--- config.mk ---
export PLATFORM = sky130hd
export DESIGN_NAME = qlpp_fmul
export DESIGN_NICKNAME = d
export VERILOG_FILES = /design/src/qlpp_pkg.sv /design/src/qlpp_fmul.sv
export SDC_FILE = /design/constraint.sdc
export NUM_CORES = 2
export LEC_CHECK = 0
export BUFFER_PORTS_ARGS = -buffer_cell sky130_fd_sc_hd__buf_2
export CAP_MARGIN = 25
export CORE_MARGIN = 10
export CORE_UTILIZATION = 60
export CTS_CLUSTER_SIZE = 16
export DETAILED_ROUTE_END_ITERATION = 16
export PLACE_DENSITY = 0.81
export SLEW_MARGIN = 20
export SYNTH_ARGS = -nofsm -noshare
export SYNTH_HDL_FRONTEND = slang
export SYNTH_SLANG_ARGS = --single-unit
export TNS_END_PERCENT = 30
--- constraint.sdc ---
create_clock -name clk_i -period 7.9 [get_ports clk_i]
set_input_delay 1.185 -clock clk_i [delete_from_list [all_inputs] [get_ports clk_i]]
set_output_delay 1.185 -clock clk_i [all_outputs]
set_load 0.005 [all_outputs]
--- src/qlpp_pkg.sv ---
package qlpp_pkg;

  // Default sizing of the table store
  localparam int NUM_TABLES_DEF     = 8;
  localparam int MAX_HITS_DEF       = 16;
  localparam int MAX_PRIOR_HITS_DEF = 16;
  localparam int MAX_DEVICES_DEF    = 4;
  localparam int Q_WIDTH_DEF        = 32;
  localparam int RAM_DEPTH_DEF      =
    NUM_TABLES_DEF * MAX_HITS_DEF * MAX_PRIOR_HITS_DEF * MAX_DEVICES_DEF * 2;

  // Fixed-point datapath: 64-bit saturating accumulator, Q0.16 fractions
  localparam int ACC_W  = 64;
  localparam int FRAC_W = 16;

  // Configuration port
  localparam int CFG_IDX_W  = 3;
  localparam int CFG_DATA_W = 16;

  localparam logic [CFG_IDX_W-1:0] CFG_EXPLORE  = 3'd0;
  localparam logic [CFG_IDX_W-1:0] CFG_LEARN    = 3'd1;
  localparam logic [CFG_IDX_W-1:0] CFG_DISCOUNT = 3'd2;
  localparam logic [CFG_IDX_W-1:0] CFG_HITS     = 3'd3;
  localparam logic [CFG_IDX_W-1:0] CFG_PRIOR    = 3'd4;
  localparam logic [CFG_IDX_W-1:0] CFG_DEVICES  = 3'd5;

  // Register reset values
  localparam logic [13:0] EXPLORE_RST  = 14'd100;
  localparam logic [15:0] LEARN_RST    = 16'd6554;
  localparam logic [15:0] DISCOUNT_RST = 16'd58982;
  localparam logic [4:0]  HITS_RST     = 5'd16;
  localparam logic [4:0]  PRIOR_RST    = 5'd16;
  localparam logic [2:0]  DEVICES_RST  = 3'd4;

  // Operation codes
  localparam logic OP_UPDATE = 1'b0;
  localparam logic OP_CHOOSE = 1'b1;

  localparam logic signed [ACC_W-1:0] ACC_MAX = {1'b0, {(ACC_W-1){1'b1}}};
  localparam logic signed [ACC_W-1:0] ACC_MIN = {1'b1, {(ACC_W-1){1'b0}}};

  // Saturating 64-bit add
  function automatic logic signed [ACC_W-1:0] sat_add(input logic signed [ACC_W-1:0] a,
                                                      input logic signed [ACC_W-1:0] b);
    logic [ACC_W:0] s;
    s = {a[ACC_W-1], a} + {b[ACC_W-1], b};
    if (s[ACC_W] != s[ACC_W-1]) begin
      sat_add = s[ACC_W] ? ACC_MIN : ACC_MAX;
    end else begin
      sat_add = signed'(s[ACC_W-1:0]);
    end
  endfunction

endpackage

--- src/qlpp_fmul.sv ---
// floor(frac * x / 2^16): unsigned Q0.16 fraction times a signed 64-bit word,
// in two 32-bit halves on consecutive cycles.
module qlpp_fmul
  import qlpp_pkg::*;
(
  input  logic                    clk_i,
  input  logic                    rst_ni,
  input  logic                    start_i,
  input  logic [FRAC_W-1:0]       frac_i,
  input  logic signed [ACC_W-1:0] x_i,
  output logic                    done_o,
  output logic signed [ACC_W-1:0] prod_o
);

  localparam int HALF = ACC_W / 2;
  localparam int PW   = ACC_W + FRAC_W;

  typedef enum logic [1:0] {PH_IDLE, PH_LO, PH_HI} phase_e;

  phase_e phase_q, phase_d;
  logic   done_q, done_d;

  logic [FRAC_W-1:0]       f_q;
  logic signed [ACC_W-1:0] x_q;
  logic signed [PW-1:0]    acc_q;

  logic [FRAC_W+HALF-1:0]      lo_prod;
  logic signed [FRAC_W+HALF:0] hi_prod;

  // Partial products: low half unsigned, high half carries the sign
  always_comb begin
    lo_prod = (FRAC_W+HALF)'(f_q) * (FRAC_W+HALF)'(x_q[HALF-1:0]);
    hi_prod = (FRAC_W+HALF+1)'($signed({1'b0, f_q}))
            * (FRAC_W+HALF+1)'($signed(x_q[ACC_W-1:HALF]));
  end

  // Sequencer
  always_comb begin
    phase_d = phase_q;
    done_d  = 1'b0;
    case (phase_q)
      PH_IDLE: if (start_i) phase_d = PH_LO;
      PH_LO:   phase_d = PH_HI;
      PH_HI: begin
        phase_d = PH_IDLE;
        done_d  = 1'b1;
      end
      default: phase_d = PH_IDLE;
    endcase
  end

  always_ff @(posedge clk_i or negedge rst_ni) begin
    if (!rst_ni) begin
      phase_q <= PH_IDLE;
      done_q  <= 1'b0;
    end else begin
      phase_q <= phase_d;
      done_q  <= done_d;
    end
  end

  // Operands and accumulator
  always_ff @(posedge clk_i) begin
    if (phase_q == PH_IDLE && start_i) begin
      f_q <= frac_i;
      x_q <= x_i;
    end
    if (phase_q == PH_LO) begin
      acc_q <= signed'(PW'(lo_prod));
    end else if (phase_q == PH_HI) begin
      acc_q <= acc_q + (PW'(hi_prod) <<< HALF);
    end
  end

  assign done_o = done_q;
  assign prod_o = acc_q[PW-1:FRAC_W];

endmodule

==> flow_summary_export.csv <==
group,metric,value,unit
layout,fillers,4812,
place,place_area,44630,µm²
sta,tightestPinTransition,0.9923,ns
sta,setup_ws,-0.3957,ns
critical_path,end_kind,"flop",
grt,grt_pass1_vias,34630,
route,vias_per_cell,5.624,
route,wl_per_cell,18.95,µm
grt,grt_usage,28.75,%
sta,rsz0062_at_grt,"true",
route,routed_wl,107700,µm
critical_path,reg2regPathDepth,35,
clocking,numCtsBuffers,17,
sta,post-route-min-period,8.296,ns
critical_path,path_common_cell,"fa_1",
clocking,postCtsHoldBufs,0,
route,antenna_left,0,
clocking,cts-root-buf,"clkbuf_16",
critical_path,r2r_end,"acc_q[79]",
clocking,ctsHtreeMaxLevel,4,
layout,mostFrequentLayoutCell,"inv_1",
die,row_count,95,
route,vias,31960,
outcome,status,"complete, but fails checks",
synth,postSynthCellCount,4430,
critical_path,cp_data_required_time,8.35,ns
synth,yosysSeqAreaShare,10.10,%
route,drt_iter0_markers,2665,
synth,synth-seq-cells,147,
synth,yosysUniqueCellTypes,75,
layout,area_growth,13.50,%
synth,synth_flop_cell,"edfxtp_1",
hold_path,hp-class,"in2async",
critical_path,worstSetupStartpointType,"flop",
grt,grt_max_degree,62,
layout,fin_area,45860,µm²
synth,synth_edf_count,112,
synth,syn_area_per_cell,9.120,µm²
critical_path,cp-endpoint,"acc_q[79]",
clocking,cts.clk_slew.worst_paths,0.08,ns
place,io_buffers,147,
place,place_congestion,0.9662,
die,die_y,279.5,µm
layout,final_util,68.53,%
critical_path,r2r_setup_slack,-0.40,ns
place,post-dp-hpwl,88020,µm
critical_path,cpMaxStageDelayCell,"fa_1",
sta,timing.final.crit_share,105.0,%
outcome,violations,"negative setup slack",
synth,syn-num-nets,5699,
sta,hold_viol,0,
clocking,cts_sinks,147,
clocking,insertion_delay,0.52,ns
sta,finalClockSkew,0.01807,ns
die,io_pins,148,
clocking,cts_tree,"built",
critical_path,cp.arrival,8.75,ns
clocking,clockBufferDepth,2,
layout,regArea,4079,µm²
layout,multiInputGateArea,32270,µm²
sta,slew_viol_final,0,
grt,antenna_found_initial,1,
critical_path,cpPeakStageDelay,0.57,ns
route,drtPass1Iterations,7,
grt,grt_overflow,0,
layout,layout.nets,6064,
die,die-width,279.5,µm
sta,finalSetupViolations,13,
flow_run,maxCapViolations,0,
die,die-area,78120,µm²
synth,yosysWarningCount,0,
grt,grt_pass1_wl,178400,µm
layout,drive_gt1_share,14.62,%
synth,synthArstFlopShare,2.041,%
sta,max-slew-margin-rel,33.85,%
synth,synthesis.area,40400,µm²
critical_path,critPathMaxFanout,6,
layout,final_cell_mix,"995 x inv_1, 889 x fa_1, 765 x nand2_1, 376 x buf_4, 338 x and2_1",
route,drc,0,
critical_path,timing.rr.start,"x_q[41]",
die,core_area,66920,µm²
die,start_util,60.38,%
sta,timing.fmax,120.5,MHz
critical_path,crit_start,"x_q[41]",
critical_path,worstSetupPathType,"reg2reg",
==> cell usage after synthesis, types with 8 or more instances <==
cell type	instances	area (µm²)
a211oi_1	19	142.6
a21o_1	61	457.9
a21oi_1	134	670.6
and2_1	342	2140
and3_1	17	106.4
clkbuf_1	202	758.2
dfxtp_1	32	640.6
edfxtp_1	112	3363
fa_1	902	18060
ha_1	284	3553
inv_1	997	3742
mux2i_1	18	180.2
nand2_1	766	2875
nand2b_1	11	68.82
nand3_1	22	110.1
nand4_1	27	168.9
nor2_1	101	379.1
nor2b_1	11	68.82
nor3_1	17	85.08
o211ai_1	9	67.56
o21a_1	15	112.6
o21ai_0	61	305.3
o21ai_1	8	40.04
o21bai_1	21	157.7
xnor2_1	75	656.9
xor2_1	47	411.6
==> kinds of logic (layout without fill, tap and decap cells) <==
family | after synthesis | in the layout | synth area share, %
compound gates | 401 | 401 | 6.367
xor+xnor | 123 | 123 | 2.703
fa+ha+maj | 1186 | 1186 | 53.49
buf+inv | 1207 | 1585 | 11.37
flops | 147 | 147 | 10.10
mux | 21 | 21 | 0.5295
other cells | 0 | 2 | 0
simple gates | 1345 | 1345 | 15.45
==> metrics by stage <==
stage / cells / hold WS, ns / TNS, ns / setup slack (ns)
global route: 5682 / 0.4536 / -7.992 / -0.6943
CTS: 5676 / 0.4331 / -1.692 / -0.3042
finish: 5683 / 0.4544 / -2.313 / -0.3957
floorplan: 4430 / 0.4716 / -0.05163 / -0.05163
global placement: 5620 / 0.4821 / -2.353 / -0.3735
detailed placement: 5620 / 0.4875 / -3.135 / -0.4618
==> state kept, by name, summed over array words and instances, names as in the netlist <==
signal	flops
phase_q	2
f_q	16
x_q	64
done_o	1
acc_q	64
==> worst min-delay path by stage <==
stage	startpoint	cells past startpoint	endpoint
global placement	acc_q[75]	2	acc_q[75]
global route	rst_ni	1	phase_q[0]
floorplan	acc_q[63]	2	acc_q[63]
finish	rst_ni	1	phase_q[0]
detailed placement	acc_q[75]	2	acc_q[75]
CTS	rst_ni	1	phase_q[0]
==> final cells by class <==
class                      instances  area share [%]
sequential                       147           8.894
clock inverter                    10          0.2374
multi-input combinational       3076           70.38
antenna                            2         0.01091
tap                              873           2.382
clock buffer                      22           1.105
timing repair buffer             555           8.824
inverter                         998           8.169
==> per-layer routing <==
metal  part of all wire, %  vias to the layer above  global-route usage (%)
li1                      -                    13990                       -
met1                    39                    16080                   37.68
met2                    47                     1584                   45.86
met3                    10                      303                   6.989
met4                   3.7                        0                   10.99
met5                     0                        -                       0
==> repair_timing <==
item | CTS | global route
endpoints found under the setup margin | 16 | 25
buffers inserted | 24 | 5
resized for setup | 43 | 54
hold endpoints to repair | 0 | 0
pin swaps | 31 | 23
==> worst max-delay path, delay by kind of cell (launching register included) <==
| family | cells | cell delay, ns |
|---|---|---|
| flops | 1 | 0.54 |
| fa+ha+maj | 8 | 3.58 |
| compound gates | 10 | 1.68 |
| xor+xnor | 2 | 0.34 |
| simple gates | 9 | 1.37 |
| buf+inv | 6 | 0.70 |
Power is left out: the tool's default activity adds up to more than one toggle a clock period on the data nets, which glitch-free logic cannot reach.
